===== config.mk =====
export PLATFORM = sky130hd
export DESIGN_NAME = one_shot_timer_pool
export DESIGN_NICKNAME = d
export VERILOG_FILES = /design/src/otp_pkg.sv /design/src/otp_ram.sv /design/src/otp_ctrl.sv /design/src/otp_datapath.sv /design/src/one_shot_timer_pool.sv
export SDC_FILE = /design/constraint.sdc
export NUM_CORES = 1
export LEC_CHECK = 0
export BUFFER_PORTS_ARGS = -buffer_cell sky130_fd_sc_hd__buf_2
export CAP_MARGIN = 40
export CORE_MARGIN = 8
export CORE_UTILIZATION = 45
export CTS_CLUSTER_DIAMETER = 30
export DETAILED_ROUTE_END_ITERATION = 6
export HOLD_SLACK_MARGIN = 0.02
export SLEW_MARGIN = 10
export SYNTH_ARGS = -nofsm -noshare
export SYNTH_HDL_FRONTEND = slang
export SYNTH_SLANG_ARGS = --single-unit

===== constraint.sdc =====
create_clock -name clk -period 22.7 [get_ports clk]
set_input_delay 0 -clock clk [delete_from_list [all_inputs] [get_ports clk]]
set_output_delay 0 -clock clk [all_outputs]
set_load 0.005 [all_outputs]

===== src/otp_pkg.sv =====
`timescale 1ns / 1ps
// ----------------------------------------------------------------------------
// otp_pkg
// Shared types and constants of the one-shot timer pool.
// ----------------------------------------------------------------------------
package otp_pkg;

  localparam int unsigned OPCODE_W    = 1;
  localparam int unsigned NOW_W       = 48;
  localparam int unsigned DELAY_W     = 32;
  localparam int unsigned HANDLE_W    = 16;
  localparam int unsigned STATUS_W    = 2;
  localparam int unsigned SLOT_W      = 4;
  localparam int unsigned MAX_RESULTS = 16;
  localparam int unsigned CNT_W       = $clog2(MAX_RESULTS + 1);

  typedef enum logic [OPCODE_W-1:0] {
    OP_CREATE = 1'b0,
    OP_CHECK  = 1'b1
  } opcode_t;

  typedef enum logic [STATUS_W-1:0] {
    ST_CREATED = 2'd0,
    ST_EXPIRED = 2'd1,
    ST_FULL    = 2'd2,
    ST_NONE    = 2'd3
  } status_t;

  typedef enum logic [2:0] {
    S_IDLE,
    S_CREATE,
    S_CHECK,
    S_FINAL
  } state_t;

  // controller -> datapath
  typedef struct packed {
    logic capture;      // load item, restart slot scan
    logic next_slot;    // create: step to next slot
    logic create_take;  // create: claim current slot and report it
    logic emit_full;    // create: report pool full
    logic scan;         // check: run expiry scan
    logic emit_final;   // check: report last expiry or none
  } otp_cmd_t;

  // datapath -> controller
  typedef struct packed {
    logic out_free;     // output register can take a beat this cycle
    logic slot_free;    // current slot is not active
    logic idx_end;      // current slot is the highest one
    logic scan_done;    // expiry scan finished, pipeline empty
  } otp_sts_t;

endpackage


===== src/otp_ram.sv =====
`timescale 1ns / 1ps
// ----------------------------------------------------------------------------
// otp_ram
// Generic single-write, single-read RAM with registered read data.
// ----------------------------------------------------------------------------
module otp_ram #(
  parameter int unsigned WIDTH = 64,
  parameter int unsigned DEPTH = 16
) (
  input  logic                                        clk,
  input  logic                                        we,
  input  logic [(DEPTH > 1 ? $clog2(DEPTH) : 1)-1:0] waddr,
  input  logic [WIDTH-1:0]                            wdata,
  input  logic                                        re,
  input  logic [(DEPTH > 1 ? $clog2(DEPTH) : 1)-1:0] raddr,
  output logic [WIDTH-1:0]                            rdata
);

  logic [WIDTH-1:0] mem [DEPTH];
  logic [WIDTH-1:0] rdata_r;

  always_ff @(posedge clk) begin
    if (we) begin
      mem[waddr] <= wdata;
    end
    if (re) begin
      rdata_r <= mem[raddr];
    end
  end

  assign rdata = rdata_r;

endmodule


===== src/otp_ctrl.sv =====
`timescale 1ns / 1ps
// ----------------------------------------------------------------------------
// otp_ctrl
// Sequencer: accepts one item, steps the create search or runs the check
// scan, then issues the closing result.
// ----------------------------------------------------------------------------
module otp_ctrl
  import otp_pkg::*;
(
  input  logic     clk,
  input  logic     rst_n,
  input  logic     in_valid,
  input  logic     in_opcode,
  output logic     in_ready,
  input  otp_sts_t sts,
  output otp_cmd_t cmd
);

  state_t state_r;
  state_t state_nxt;

  always_ff @(posedge clk) begin
    if (!rst_n) begin
      state_r <= S_IDLE;
    end else begin
      state_r <= state_nxt;
    end
  end

  always_comb begin
    state_nxt = state_r;
    cmd       = '0;
    in_ready  = 1'b0;
    unique case (state_r)
      S_IDLE: begin
        in_ready = 1'b1;
        if (in_valid) begin
          cmd.capture = 1'b1;
          state_nxt   = (opcode_t'(in_opcode) == OP_CHECK) ? S_CHECK : S_CREATE;
        end
      end
      S_CREATE: begin
        if (sts.out_free) begin
          priority if (sts.slot_free) begin
            cmd.create_take = 1'b1;
            state_nxt       = S_IDLE;
          end else if (sts.idx_end) begin
            cmd.emit_full = 1'b1;
            state_nxt     = S_IDLE;
          end else begin
            cmd.next_slot = 1'b1;
          end
        end
      end
      S_CHECK: begin
        if (sts.scan_done) begin
          state_nxt = S_FINAL;
        end else begin
          cmd.scan = 1'b1;
        end
      end
      S_FINAL: begin
        if (sts.out_free) begin
          cmd.emit_final = 1'b1;
          state_nxt      = S_IDLE;
        end
      end
      default: begin
        state_nxt = S_IDLE;
      end
    endcase
  end

endmodule


===== src/otp_datapath.sv =====
`timescale 1ns / 1ps
// ----------------------------------------------------------------------------
// otp_datapath
// Item registers, active bits, deadline/handle RAM, scan pipeline,
// held expiry and output register.
// ----------------------------------------------------------------------------
module otp_datapath
  import otp_pkg::*;
#(
  parameter int unsigned SLOTS       = 16,
  parameter int unsigned TICK_BITS   = 48,
  parameter int unsigned HANDLE_BITS = 16
) (
  input  logic                clk,
  input  logic                rst_n,
  input  logic [NOW_W-1:0]    in_now_tick,
  input  logic [DELAY_W-1:0]  in_delay_ticks,
  input  logic [HANDLE_W-1:0] in_handle,
  input  otp_cmd_t            cmd,
  output otp_sts_t            sts,
  output logic                out_valid,
  input  logic                out_ready,
  output logic [STATUS_W-1:0] out_status,
  output logic [SLOT_W-1:0]   out_slot,
  output logic [HANDLE_W-1:0] out_expired_handle,
  output logic                out_last
);

  localparam int unsigned IDX_W  = (SLOTS > 1) ? $clog2(SLOTS) : 1;
  localparam int unsigned SUM_W  = ((TICK_BITS > DELAY_W) ? TICK_BITS : DELAY_W) + 1;
  localparam int unsigned DATA_W = TICK_BITS + HANDLE_BITS;

  // item
  logic [TICK_BITS-1:0]   now_r;
  logic [TICK_BITS-1:0]   dl_r;
  logic [HANDLE_BITS-1:0] hnd_r;

  // scan
  logic [IDX_W-1:0] idx_r;
  logic             issue_done_r;
  logic             rd_v_r;
  logic [IDX_W-1:0] rd_idx_r;
  logic [CNT_W-1:0] n_r;
  logic [SLOTS-1:0] active_r;

  // held expiry, reported once the next one shows up or the scan ends
  logic                   pend_v_r;
  logic [SLOT_W-1:0]      pend_slot_r;
  logic [HANDLE_BITS-1:0] pend_hnd_r;

  // output register
  logic                out_valid_r;
  status_t             out_status_r;
  logic [SLOT_W-1:0]   out_slot_r;
  logic [HANDLE_W-1:0] out_hnd_r;
  logic                out_last_r;

  logic [TICK_BITS-1:0]   now_w;
  logic [SUM_W-1:0]       sum_w;
  logic [TICK_BITS-1:0]   dl_w;
  logic [DATA_W-1:0]      rdata;
  logic [TICK_BITS-1:0]   rd_deadline;
  logic [HANDLE_BITS-1:0] rd_hnd;
  logic                   out_free;
  logic                   hit;
  logic                   stall;
  logic                   adv;
  logic                   push;
  logic                   issue;
  logic [CNT_W-1:0]       n_nxt;
  logic                   idx_end;

  // saturating deadline
  assign now_w = TICK_BITS'(in_now_tick);
  assign sum_w = SUM_W'(now_w) + SUM_W'(in_delay_ticks);
  assign dl_w  = (sum_w > SUM_W'({TICK_BITS{1'b1}})) ? {TICK_BITS{1'b1}}
                                                       : TICK_BITS'(sum_w);

  assign rd_deadline = rdata[HANDLE_BITS +: TICK_BITS];
  assign rd_hnd      = rdata[HANDLE_BITS-1:0];

  assign out_free = !out_valid_r || out_ready;
  assign idx_end  = (idx_r == IDX_W'(SLOTS - 1));

  // scan: one read per cycle unless stalled, compared the cycle after
  assign hit   = cmd.scan && rd_v_r && active_r[rd_idx_r] && (rd_deadline < now_r);
  assign stall = hit && pend_v_r && !out_free;
  assign adv   = cmd.scan && !stall;
  assign push  = adv && hit && pend_v_r;
  assign n_nxt = hit ? (n_r + CNT_W'(1)) : n_r;
  assign issue = adv && !issue_done_r && (n_nxt < CNT_W'(MAX_RESULTS));

  otp_ram #(
    .WIDTH (DATA_W),
    .DEPTH (SLOTS)
  ) u_ram (
    .clk   (clk),
    .we    (cmd.create_take),
    .waddr (idx_r),
    .wdata ({dl_r, hnd_r}),
    .re    (issue),
    .raddr (idx_r),
    .rdata (rdata)
  );

  // item and scan payload
  always_ff @(posedge clk) begin
    if (cmd.capture) begin
      now_r <= now_w;
      dl_r  <= dl_w;
      hnd_r <= HANDLE_BITS'(in_handle);
    end
    if (issue) begin
      rd_idx_r <= idx_r;
    end
    if (adv && hit) begin
      pend_slot_r <= SLOT_W'(rd_idx_r);
      pend_hnd_r  <= rd_hnd;
    end
  end

  // scan control and active bits
  always_ff @(posedge clk) begin
    if (!rst_n) begin
      idx_r        <= '0;
      issue_done_r <= 1'b0;
      rd_v_r       <= 1'b0;
      n_r          <= '0;
      active_r     <= '0;
      pend_v_r     <= 1'b0;
    end else begin
      if (cmd.capture) begin
        idx_r        <= '0;
        issue_done_r <= 1'b0;
        rd_v_r       <= 1'b0;
        n_r          <= '0;
        pend_v_r     <= 1'b0;
      end else if (cmd.next_slot) begin
        idx_r <= idx_r + IDX_W'(1);
      end else if (cmd.create_take) begin
        active_r[idx_r] <= 1'b1;
      end else if (adv) begin
        rd_v_r <= issue;
        n_r    <= n_nxt;
        if (issue) begin
          idx_r <= idx_r + IDX_W'(1);
          if (idx_end) begin
            issue_done_r <= 1'b1;
          end
        end
        if (hit) begin
          active_r[rd_idx_r] <= 1'b0;
          pend_v_r           <= 1'b1;
        end
      end else if (cmd.emit_final) begin
        pend_v_r <= 1'b0;
      end
    end
  end

  // output register
  always_ff @(posedge clk) begin
    if (!rst_n) begin
      out_valid_r <= 1'b0;
    end else if (cmd.create_take || cmd.emit_full || push || cmd.emit_final) begin
      out_valid_r <= 1'b1;
    end else if (out_ready) begin
      out_valid_r <= 1'b0;
    end
  end

  always_ff @(posedge clk) begin
    priority if (cmd.create_take) begin
      out_status_r <= ST_CREATED;
      out_slot_r   <= SLOT_W'(idx_r);
      out_hnd_r    <= HANDLE_W'(hnd_r);
      out_last_r   <= 1'b1;
    end else if (cmd.emit_full) begin
      out_status_r <= ST_FULL;
      out_slot_r   <= '0;
      out_hnd_r    <= '0;
      out_last_r   <= 1'b1;
    end else if (push) begin
      out_status_r <= ST_EXPIRED;
      out_slot_r   <= pend_slot_r;
      out_hnd_r    <= HANDLE_W'(pend_hnd_r);
      out_last_r   <= 1'b0;
    end else if (cmd.emit_final) begin
      out_status_r <= pend_v_r ? ST_EXPIRED : ST_NONE;
      out_slot_r   <= pend_v_r ? pend_slot_r : '0;
      out_hnd_r    <= pend_v_r ? HANDLE_W'(pend_hnd_r) : '0;
      out_last_r   <= 1'b1;
    end else begin
      out_status_r <= out_status_r;
    end
  end

  assign sts.out_free  = out_free;
  assign sts.slot_free = !active_r[idx_r];
  assign sts.idx_end   = idx_end;
  assign sts.scan_done = !rd_v_r && (issue_done_r || (n_r == CNT_W'(MAX_RESULTS)));

  assign out_valid          = out_valid_r;
  assign out_status         = out_status_r;
  assign out_slot           = out_slot_r;
  assign out_expired_handle = out_hnd_r;
  assign out_last           = out_last_r;

endmodule


===== src/one_shot_timer_pool.sv =====
`timescale 1ns / 1ps
// ----------------------------------------------------------------------------
// one_shot_timer_pool
// Fixed pool of one-shot timers: create claims the lowest free slot,
// check frees and reports up to MAX_RESULTS timers whose deadline has passed.
// ----------------------------------------------------------------------------
// Timing: create looks at one slot per cycle while the output register is
//   free; check steps the deadline RAM read port once per slot, and both
//   wait on output backpressure.
// Throughput: one item at a time; the next beat is taken once the current
//   item's last result sits in the output register.
// Reset: synchronous, active low; clears all active bits (every slot free).
//   Deadline/handle RAM is not cleared and needs no clearing pass.
// ----------------------------------------------------------------------------
module one_shot_timer_pool
  import otp_pkg::*;
#(
  parameter int unsigned SLOTS       = 16,
  parameter int unsigned TICK_BITS   = 48,
  parameter int unsigned HANDLE_BITS = 16
) (
  input  logic                clk,
  input  logic                rst_n,
  // item channel
  input  logic                in_valid,
  output logic                in_ready,
  input  logic [OPCODE_W-1:0] in_opcode,
  input  logic [NOW_W-1:0]    in_now_tick,
  input  logic [DELAY_W-1:0]  in_delay_ticks,
  input  logic [HANDLE_W-1:0] in_handle,
  // result channel
  output logic                out_valid,
  input  logic                out_ready,
  output logic [STATUS_W-1:0] out_status,
  output logic [SLOT_W-1:0]   out_slot,
  output logic [HANDLE_W-1:0] out_expired_handle,
  output logic                out_last
);

  otp_cmd_t cmd;
  otp_sts_t sts;

  // Sequencer: picks create search or check scan and closes each item.
  otp_ctrl u_ctrl (
    .clk       (clk),
    .rst_n     (rst_n),
    .in_valid  (in_valid),
    .in_opcode (in_opcode),
    .in_ready  (in_ready),
    .sts       (sts),
    .cmd       (cmd)
  );

  // Datapath: the held expiry delays each report by one hit so the final
  // one can carry last; the check stops after MAX_RESULTS expiries, and
  // remaining expired slots stay active for a later check.
  otp_datapath #(
    .SLOTS       (SLOTS),
    .TICK_BITS   (TICK_BITS),
    .HANDLE_BITS (HANDLE_BITS)
  ) u_dp (
    .clk                (clk),
    .rst_n              (rst_n),
    .in_now_tick        (in_now_tick),
    .in_delay_ticks     (in_delay_ticks),
    .in_handle          (in_handle),
    .cmd                (cmd),
    .sts                (sts),
    .out_valid          (out_valid),
    .out_ready          (out_ready),
    .out_status         (out_status),
    .out_slot           (out_slot),
    .out_expired_handle (out_expired_handle),
    .out_last           (out_last)
  );

endmodule

== Word level (Yosys, flattened, before mapping) ==
Memory sizes are Yosys's and may differ from the RTL's. A register that Yosys moved wholly into a read port is not among the register bits.
Index checks and enable logic that the tools add are counted.
Operators by class
  $lt $le $gt $ge: 7
  reduce and logical (&&, ||, !) cells: 41
  equality and inequality tests: 12
  muxes and demuxes: 61
  bitwise logic cells: 7
  $add $sub $neg: 3
Operators with widths (count)
  $mux 16: 8
  $add 48x32->49: 1
  $gt 49x48->1 const B: 1
  $lt 48x48->1: 1
  $mux 4: 9
  $mux 1: 25
  $mux 3: 8
  $and 16x16->16: 1
  $not 16->16: 1
  $or 16x16->16: 1
  $reduce_bool 2->1: 7
  $logic_and 1x1->1: 13
  $pmux 3 s4: 1
  $lt 4x5->1 const B: 2
  $mux 2: 5
  $reduce_and 5->1: 2
  $bmux 1 s4: 2
  $demux 1 s4: 2
  $ge 4x1->1 const B: 2
  $reduce_and 4->1: 2
  $eq 3x2->1 const B: 2
  $ne 2x1->1 const B: 3
  $ne 2x2->1 const B: 3
  $reduce_and 3->1: 2
  15 further kinds: 27
Storage, ports and cells
  memories kept: 1
  bits in writable memories: 1024
  flip-flop bits (word level): 191
  bits of input ports: 101
  logic and storage cells: 151
Memory list
  u_dp.u_ram.mem: words 16, width 64, read ports 1, clocked after memory_dff 1, wr ports 1, line otp_ram.sv:19  | logic [WIDTH-1:0] mem [DEPTH];

== Longest topological paths before layout ==
Gate-level depths: netlist of run 1.
  word-level depth: 18
  depth in mapped cells: 13

== Cells and area by module ==
A second synthesis of run 1 with hierarchy kept.
Second synthesis, totals
  cells, all modules: 2614
  area, all modules: 50932.6 um^2
By module, submodules not included
  otp_ram: times used 1, area each 40222.3 um^2, cells each 1647
  otp_datapath: times used 1, area each 10538.9 um^2, cells each 949
  otp_ctrl: times used 1, area each 171.4 um^2, cells each 18

== Worst setup path after synthesis of run 1 ==
Ideal clock, no wire load.
  path kind: flip-flop to flip-flop
  start point: register u_dp.idx_r[0]
  end point: register u_dp.active_r[15]
  arrival: 8.619 ns
  required time: 22.602 ns
  cell stages (with the launch flop): 8
  buffers on the path: 2
  path slack: 13.983 ns
  setup time: 0.098 ns
  cell sequence: dfxtp_1 -> buf_2 -> buf_2 -> mux4_2 -> mux4_2 -> nor4_1 -> o21ai_0 -> a31oi_1
On the way
  longest elaborated chain between the ends: 7
  elaborated cells between the ends (all ways): 19
Ends and longest elaborated chain
  start, declared: line otp_datapath.sv:39  | logic [IDX_W-1:0] idx_r;
  start signal, assigned: line otp_datapath.sv:139  | idx_r <= idx_r + IDX_W'(1);
  start signal, assigned: line otp_datapath.sv:146  | idx_r <= idx_r + IDX_W'(1);
  $bmux 1 s4 / $eq 4x4->1 (equally long branches): line otp_datapath.sv:199, otp_datapath.sv:83
  $mux 1, on equally long branches: line otp_datapath.sv:199, otp_ctrl.sv:47
  $mux 1: line otp_ctrl.sv:44  | priority if (sts.slot_free) begin
  $mux 3: line otp_ctrl.sv:43  | if (sts.out_free) begin
  $mux 3: line otp_ctrl.sv:34  | unique case (state_r)
  $reduce_bool 2->1 (no line) / $not 1->1 (equally long branches)
  $reduce_and 4->1 (no line)
  end signal, assigned: line otp_datapath.sv:129  | active_r <= '0;
  end signal, assigned by index: line otp_datapath.sv:141  | active_r[idx_r] <= 1'b1;
  end signal, assigned by index: line otp_datapath.sv:152  | active_r[rd_idx_r] <= 1'b0;
  end, declared: line otp_datapath.sv:44  | logic [SLOTS-1:0] active_r;
Parallel ways exist; a longest one is shown, timed or not. The select of a mux whose other input is x is not followed.
A chain may end at the register's enable or synchronous reset.

== Worst setup path after layout of run 1 ==
  start point: register u_dp.idx_r[0]
  end point: memory u_dp.u_ram.mem[5][52], enable pin
On the way
  longest elaborated chain between the ends: 7
Ends and longest elaborated chain
  $bmux 1 s4: line otp_datapath.sv:199  | assign sts.slot_free = !active_r[idx_r];
  $mux 1 (implied by the code): line otp_datapath.sv:199
  $mux 1: line otp_ctrl.sv:44
  $mux 3: line otp_ctrl.sv:43
  $mux 3: line otp_ctrl.sv:34
  $mux 1: line otp_ram.sv:23  | if (we) begin
  $mux 1 (implied by the code): line otp_ram.sv:24  | mem[waddr] <= wdata;
  end, declared: line otp_ram.sv:19
Parallel ways exist; a longest one is shown, timed or not. The select of a mux whose other input is x is not followed.

==> run_results.csv, run 1 <==
group,metric,value,unit
outcome,status,"finished clean",
cts,clockBufferDepth,3,
placement,post-dp-hpwl,68800,µm
synthesis,synthTopCellsByArea,"edfxtp_1 (74%), mux4_2 (15%), ha_1 (2.1%)",
synthesis,post_synth.cell_area_avg,20.8,µm²
synthesis,netlist_area,50600,µm²
final_layout,fill_cells,8337,
sta,period_needed,5.54,ns
sta,drv_slew,0,
worst_setup_path,start_kind,"flip-flop",
route,dr.pass1.iters,6,
synthesis,syn_nets,2622,
sta,fmax,181,MHz
global_routing,antenna_found_initial,0,
worst_setup_path,setup.worst_path.class,"reg2reg",
global_routing,gr-total-overflow,0,
sta,setup_viol,0,
route,routed_wl,120000,µm
sta,min_period_over_period,24.4,%
synthesis,synthCells,2435,
cts,clkLatencyLatePin,0.80,ns
final_layout,diodes,0,
cts,cts_resized,0,
cts,numCtsBuffers,231,
synthesis,synth-async-reset-ratio,0,%
floorplan,start_util,45.2,%
worst_setup_path,crit_required,23.16,ns
synthesis,synth.top_cell.area_share,73.8,%
power_and_ir_drop,irDropWorstVdd,0.0000741,V
power_and_ir_drop,pwr-share-seq,42.4,%
route,drtAntennaViolNets,0,
final_layout,drive_gt1_share,29.6,%
sta,skew,0.0509,ns
route,drt_iter0_drc,2114,
route,viasPerCell,5.61,
power_and_ir_drop,p_leak,21.0,nW
power_and_ir_drop,sw_frac_of_total,23.4,%
route,vias,26000,
run,maxCapViolCount,0,
floorplan,core_area,112000,µm²
floorplan,dieArea,123000,µm²
floorplan,fp.dieH,351,µm
floorplan,rows,123,
synthesis,synth_edf_count,1244,
sta,slew_headroom,28.6,%
global_routing,grt_pass1_wl,179000,µm
power_and_ir_drop,p_int,5.20,mW
global_routing,first_global_vias,27700,
route,wire_per_inst,25.8,µm
final_layout,area_delta_synth_final,25.2,%
cts,cts_hold_buffers,182,
sta,rsz0062_at_grt,"no",
synthesis,ys_ff_latch,1278,
final_layout,fin_nets,3119,
synthesis,yosys.area.top_type,"edfxtp_1",
floorplan,fp.dieW,351,µm
power_and_ir_drop,p_comb_share,6.9,%
synthesis,synth_cell_types,62,
worst_setup_path,cp-end-kind,"flip-flop",
sta,tightest_slew,1.07,ns
cts,clk_pin_slew_worst_paths,0.05,ns
placement,place_congestion,0.781,
placement,io_buffers,125,
cts,clock-sinks,1278,
synthesis,synth_warnings,0,
synthesis,synth_seq_area_share,75.2,%
power_and_ir_drop,power,6.78,mW
global_routing,grt_usage,19.5,%
worst_setup_path,reg2reg_setup_slack,17.16,ns
sta,hold_viol_final,0,
route,drcViolationCount,0,
worst_setup_path,worstPathMaxFanout,105,
worst_setup_path,arrival,6.00,ns
power_and_ir_drop,p_clk_share,50.7,%
cts,htree_num_levels,4,
power_and_ir_drop,power.density,107,nW/µm²
sta,setup_tns,0,ns
cts,clockRootBuffer,"clkbuf_16",
synthesis,synth_top_flop_cell,"edfxtp_1",
global_routing,grt_max_degree,155,
floorplan,ios,126,
worst_hold_path,min_path_type,"in2reg",
cts,cts_tree,"done",
cts,postCtsSetupBuffers,0,
power_and_ir_drop,power.switching,1.59,mW
-- worst max-delay path, cell delays in order, from the launching register on --
cell and delay [ns]:
dfxtp_4 0.74, buf_12 0.66, mux4_2 0.60, mux4_2 0.58, nor3_4 0.18, buf_4 0.38
nand2_1 0.32, nor3b_4 0.72, buf_8 0.23, buf_4 0.39, buf_12 0.30
-- logic make-up after synthesis --
group	share of synthesized area, %
flip-flops	75.2
multiplexers	14.9
AND/OR/NAND/NOR	3.16
AO/OA/AOI/OAI	2.85
buffers and inverters	1.24
adder cells (fa/ha/maj)	2.14
XOR/XNOR	0.537
-- layout make-up --
class | count | area [µm²] | area share (%)
repair buffers | 366 | 3170 | 5.00
clock buffers | 263 | 5910 | 9.33
flip-flops and latches | 1278 | 38100 | 60.1
multi-input cells | 993 | 12000 | 19.0
inverters | 62 | 233 | 0.367
well taps | 1500 | 1880 | 2.96
clock inverters | 174 | 2100 | 3.31
-- registers in the layout, summed over array words and instances (netlist names), 4 cells and up --
| register | count |
|---|---|
| u_dp.u_ram.mem | 1024 |
| u_dp.out_expired_handle | 16 |
| u_dp.active_r | 16 |
| u_dp.pend_hnd_r | 16 |
| u_dp.idx_r | 4 |
| u_dp.rd_idx_r | 4 |
| u_dp.u_ram.rdata | 64 |
| u_dp.pend_slot_r | 4 |
| u_dp.dl_r | 48 |
| u_dp.hnd_r | 16 |
| u_dp.out_slot | 4 |
| u_dp.now_r | 48 |
| u_dp.n_r | 5 |
-- cell usage after synthesis, types with 5 or more instances --
cell	instances
o21ai_1	5
ha_1	85
nor2_1	48
o21ai_0	51
inv_1	61
nor3b_2	7
a31oi_1	18
mux4_2	330
buf_1	22
buf_2	9
mux2_2	8
edfxtp_1	1244
and3_1	15
a21oi_1	61
nor2b_1	14
a21o_1	17
a211oi_1	8
nand3_1	35
a22o_1	18
nand4_1	19
nand2b_1	12
nand3b_1	5
xor2_1	12
dfxtp_1	34
nor4_1	8
xnor2_1	19
nand2_1	102
and2_1	11
clkbuf_1	71
nor3_1	17
-- layout by cell type (no fill, tap or decap), types with 8 or more instances in the layout --
master / netlist / final
edfxtp_1: 1244 / 1244
mux4_2: 330 / 330
clkbuf_16: 0 / 231
dlygate4sd3_1: 0 / 182
buf_2: 9 / 127
nand2_1: 102 / 101
ha_1: 85 / 85
a21oi_1: 61 / 61
inv_1: 61 / 61
o21ai_0: 51 / 51
nor2_1: 48 / 48
buf_4: 0 / 37
nand3_1: 35 / 35
clkinv_1: 1 / 33
clkbuf_1: 71 / 31
dfxtp_1: 34 / 30
bufinv_16: 0 / 27
clkinvlp_4: 0 / 26
clkinv_4: 0 / 24
clkinv_2: 0 / 22
inv_6: 0 / 20
nand4_1: 19 / 19
xnor2_1: 19 / 19
a22o_1: 18 / 18
a31oi_1: 18 / 18
a21o_1: 17 / 17
and3_1: 15 / 15
nor3_1: 17 / 14
nor2b_1: 14 / 14
nand2b_1: 12 / 12
xor2_1: 12 / 12
clkinv_16: 0 / 9
a211oi_1: 8 / 8
mux2_2: 8 / 8
inv_8: 0 / 8
buf_16: 0 / 8
-- power by group through the flow --
| stage | Clock [mW] | Sequential (mW) | Combinational [mW] |
|---|---|---|---|
| 2_1_floorplan | 0 | 2.87 | 0.298 |
| 3_3_place_gp | 0 | 2.91 | 0.430 |
| 3_5_place_dp | 0 | 2.92 | 0.444 |
| 4_1_cts | 3.49 | 2.88 | 0.478 |
| 5_1_grt | 3.59 | 2.89 | 0.511 |
| 6_report | 3.44 | 2.88 | 0.469 |
-- metrics by stage --
stage          instances  area, µm²  hold WS [ns]  utilization [%]  setup WS [ns]
6_report            4636      63400         0.103             56.6          17.16
5_1_grt             4636      63400        0.0505             56.6          16.73
4_1_cts             4634      63300        0.0571             56.5          16.95
3_5_place_dp        4015      53500         0.178             47.7          16.98
3_3_place_gp        3996      53100         0.176             47.4          16.66
2_1_floorplan       2435      50600        0.0989                -          13.98
-- per-layer routing --
layer / GRT usage, % / up-vias / share of wire (%)
met5: 0 / - / 0
met4: 5.44 / 0 / 1.8
met3: 3.29 / 152 / 5.2
met2: 32.5 / 866 / 51
met1: 26.6 / 13700 / 42
li1: - / 11300 / -
-- final timing paths --
check	startpoint	cells past startpoint	end
worst max-delay path	u_dp.idx_r[0]$_SDFFE_PP0P_	10	u_dp.u_ram.mem[5][52]$_DFFE_PP_
worst min-delay path	in_now_tick[22]	2	u_dp.now_r[22]$_DFFE_PP_
worst max register to register	u_dp.idx_r[0]$_SDFFE_PP0P_	10	u_dp.u_ram.mem[5][52]$_DFFE_PP_
worst min register to register	u_dp.u_ram.rdata[13]$_DFFE_PN_	0	u_dp.pend_hnd_r[13]$_DFFE_PP_
(Power assumes the default switching activity.)
==> inputs of run 2 (changes only) <==
==> constraint.sdc (replaced) <==
create_clock -name clk -period 5.6 [get_ports clk]
set_input_delay 0 -clock clk [delete_from_list [all_inputs] [get_ports clk]]
set_output_delay 0 -clock clk [all_outputs]
set_load 0.005 [all_outputs]
==> run 2 against run 1 <==
Effect of this change: first-iteration DRC count increased by 17%; clock power increased to 4.0 times the previous value; clock-buffer cell count decreased by 18; total power increased to 4.0 times the previous value; final area about the same; register-to-register slack got worse by 16 ns; flip-flop and latch count unchanged; fmax increased by 33%; via count increased by 1.9%; die area unchanged; critical endpoint is now u_dp.u_ram.mem[10][20]$_DFFE_PP_; largest cell class unchanged; highest routed layer unchanged.
==> run_results.csv, run 2 (same netlist as run 1, synthesis figures left out) <==
group,metric,value,unit
global_routing,first_global_vias,27900,
placement,io_buffers,125,
global_routing,antenna_found_initial,0,
placement,pre_cts_ws,1.43,ns
route,wire_per_inst,26.8,µm
sta,setup_viol,0,
sta,hold_viol_final,0,
route,viasPerCell,5.71,
worst_setup_path,start_kind,"flip-flop",
power_and_ir_drop,p_leak,20.9,nW
cts,clockRootBuffer,"clkbuf_16",
cts,clkLatencyLatePin,0.80,ns
final_layout,fin_nets,3131,
sta,min_period_over_period,74.1,%
cts,htree_num_levels,4,
final_layout,diodes,0,
route,top_layer_used,"met4",
sta,worst_slack,1.45,ns
worst_setup_path,worstPathMaxFanout,32,
global_routing,grt_usage,20.3,%
worst_setup_path,crit_required,6.04,ns
route,routed-wl-met2,63200,µm
worst_setup_path,setup.worst_path.class,"reg2reg",
power_and_ir_drop,power.switching,6.36,mW
sta,skew,0.0327,ns
power_and_ir_drop,sw_frac_of_total,23.4,%
sta,tightest_slew,1.27,ns
power_and_ir_drop,p_int,20.8,mW
route,drt-met1-wl,52100,µm
power_and_ir_drop,p_clk_share,50.1,%
sta,period_needed,4.15,ns
floorplan,fp.dieW,351,µm
route,drcViolationCount,0,
power_and_ir_drop,p_comb_share,7.1,%
sta,rsz0062_at_grt,"no",
route,wl_met3,6710,µm
final_layout,final_common_cell,"edfxtp_1",
power_and_ir_drop,pwr-share-seq,42.8,%
floorplan,ios,126,
run,maxCapViolCount,0,
placement,post-dp-hpwl,70300,µm
sta,drv_slew,0,
cts,clock-sinks,1278,
global_routing,grt_max_degree,167,
global_routing,gr-total-overflow,0,
placement,place_congestion,0.791,
power_and_ir_drop,power,27.2,mW
worst_setup_path,cp-end-kind,"flip-flop",
final_layout,fin_area,63400,µm²
floorplan,rows,123,
route,dr.pass1.iters,6,
final_layout,area_delta_synth_final,25.2,%
final_layout,layout_common_cells,"edfxtp_1 (1244), mux4_2 (330), clkbuf_16 (227)",
sta,slew_headroom,15.3,%
cts,clk_pin_slew_worst_paths,0.05,ns
global_routing,grt_pass1_wl,184000,µm
outcome,status,"finished clean",
floorplan,core_area,112000,µm²
worst_setup_path,arrival,4.59,ns
worst_hold_path,min_path_type,"in2reg",
final_layout,regMostFlops,"u_dp.u_ram.mem",
cts,numCtsBuffers,226,
final_layout,drive_gt1_share,30.3,%
placement,placed_area,53700,µm²
cts,clockBufferDepth,3,
power_and_ir_drop,power.density,429,nW/µm²
worst_setup_path,reg2reg_setup_slack,1.45,ns
floorplan,fp.dieH,351,µm
route,routed_wl,125000,µm
sta,hold_ws,0.108,ns
sta,fmax,241,MHz
final_layout,largest_reg_flops,1024,
route,vias,26500,
route,drtAntennaViolNets,0,
route,drt_iter0_drc,2474,
cts,cts_tree,"done",
cts,cts_resized,0,
floorplan,start_util,45.2,%
power_and_ir_drop,irDropWorstVdd,0.000265,V
floorplan,dieArea,123000,µm²
run 2: cell count changes in the layout (fill, tap and decap cells not counted), sizes merged:
cell / before / now
bufinv: 27 / 25
buf: 184 / 201
inv: 94 / 92
clkbuf: 263 / 245
clkinv: 89 / 88
clkinvlp: 26 / 38
run 2: path summary, 6_finish.rpt:
kind / startpoint / cells after the start / end
hold / removal: in_now_tick[35] / 2 / u_dp.now_r[35]$_DFFE_PP_
setup reg to reg: u_dp.idx_r[0]$_SDFFE_PP0P_ / 6 / u_dp.u_ram.mem[10][20]$_DFFE_PP_
setup / recovery: u_dp.idx_r[0]$_SDFFE_PP0P_ / 6 / u_dp.u_ram.mem[10][20]$_DFFE_PP_
hold reg to reg: u_dp.u_ram.rdata[12]$_DFFE_PN_ / 0 / u_dp.pend_hnd_r[12]$_DFFE_PP_
run 2: worst max-delay path, cell delays in order, from the launching register on:
cell and delay, ns:
dfxtp_4 0.76, mux4_2 0.59, mux4_2 0.57, nor3_4 0.41, nand2_1 0.37, nor3b_4 0.64, buf_4 0.41
run 2: final cells by class:
class | count | area [µm²]
tap | 1500 | 1880
clock inverter | 181 | 2050
clock buffer | 245 | 5750
sequential | 1278 | 38100
inverter | 62 | 233
fill | 8349 | 48700
multi-input combinational | 993 | 12000
timing repair buffer | 383 | 3340
run 2: power groups by stage:
stage | clock network [mW] | logic [mW] | registers [mW]
5_1_grt | 14.3 | 2.09 | 11.7
3_5_place_dp | 0 | 1.82 | 11.8
3_3_place_gp | 0 | 1.77 | 11.8
2_1_floorplan | 0 | 1.21 | 11.6
6_report | 13.6 | 1.92 | 11.6
4_1_cts | 13.8 | 1.95 | 11.6
run 2: what timing repair did:
item,4_1_cts,5_1_grt
hold buffers,182,0
setup buffers,0,0
endpoints found under the hold margin,174,0
setup endpoints to repair,0,0
run 2: metrics by stage:
| step | std cells | utilization (%) | setup TNS (ns) |
|---|---|---|---|
| finish | 4642 | 56.5 | 0 |
| global route | 4642 | 56.5 | 0 |
| floorplan | 2435 | - | -18.51 |
| global placement | 4023 | 47.7 | 0 |
| CTS | 4642 | 56.5 | 0 |
| detailed placement | 4034 | 48.0 | 0 |
run 2: routing by layer:
layer  GRT usage, %  vias up
met1           27.5    14100
met3           3.47      180
li1               -    11300
met5              0        -
met4           5.84        0
met2           33.9      908
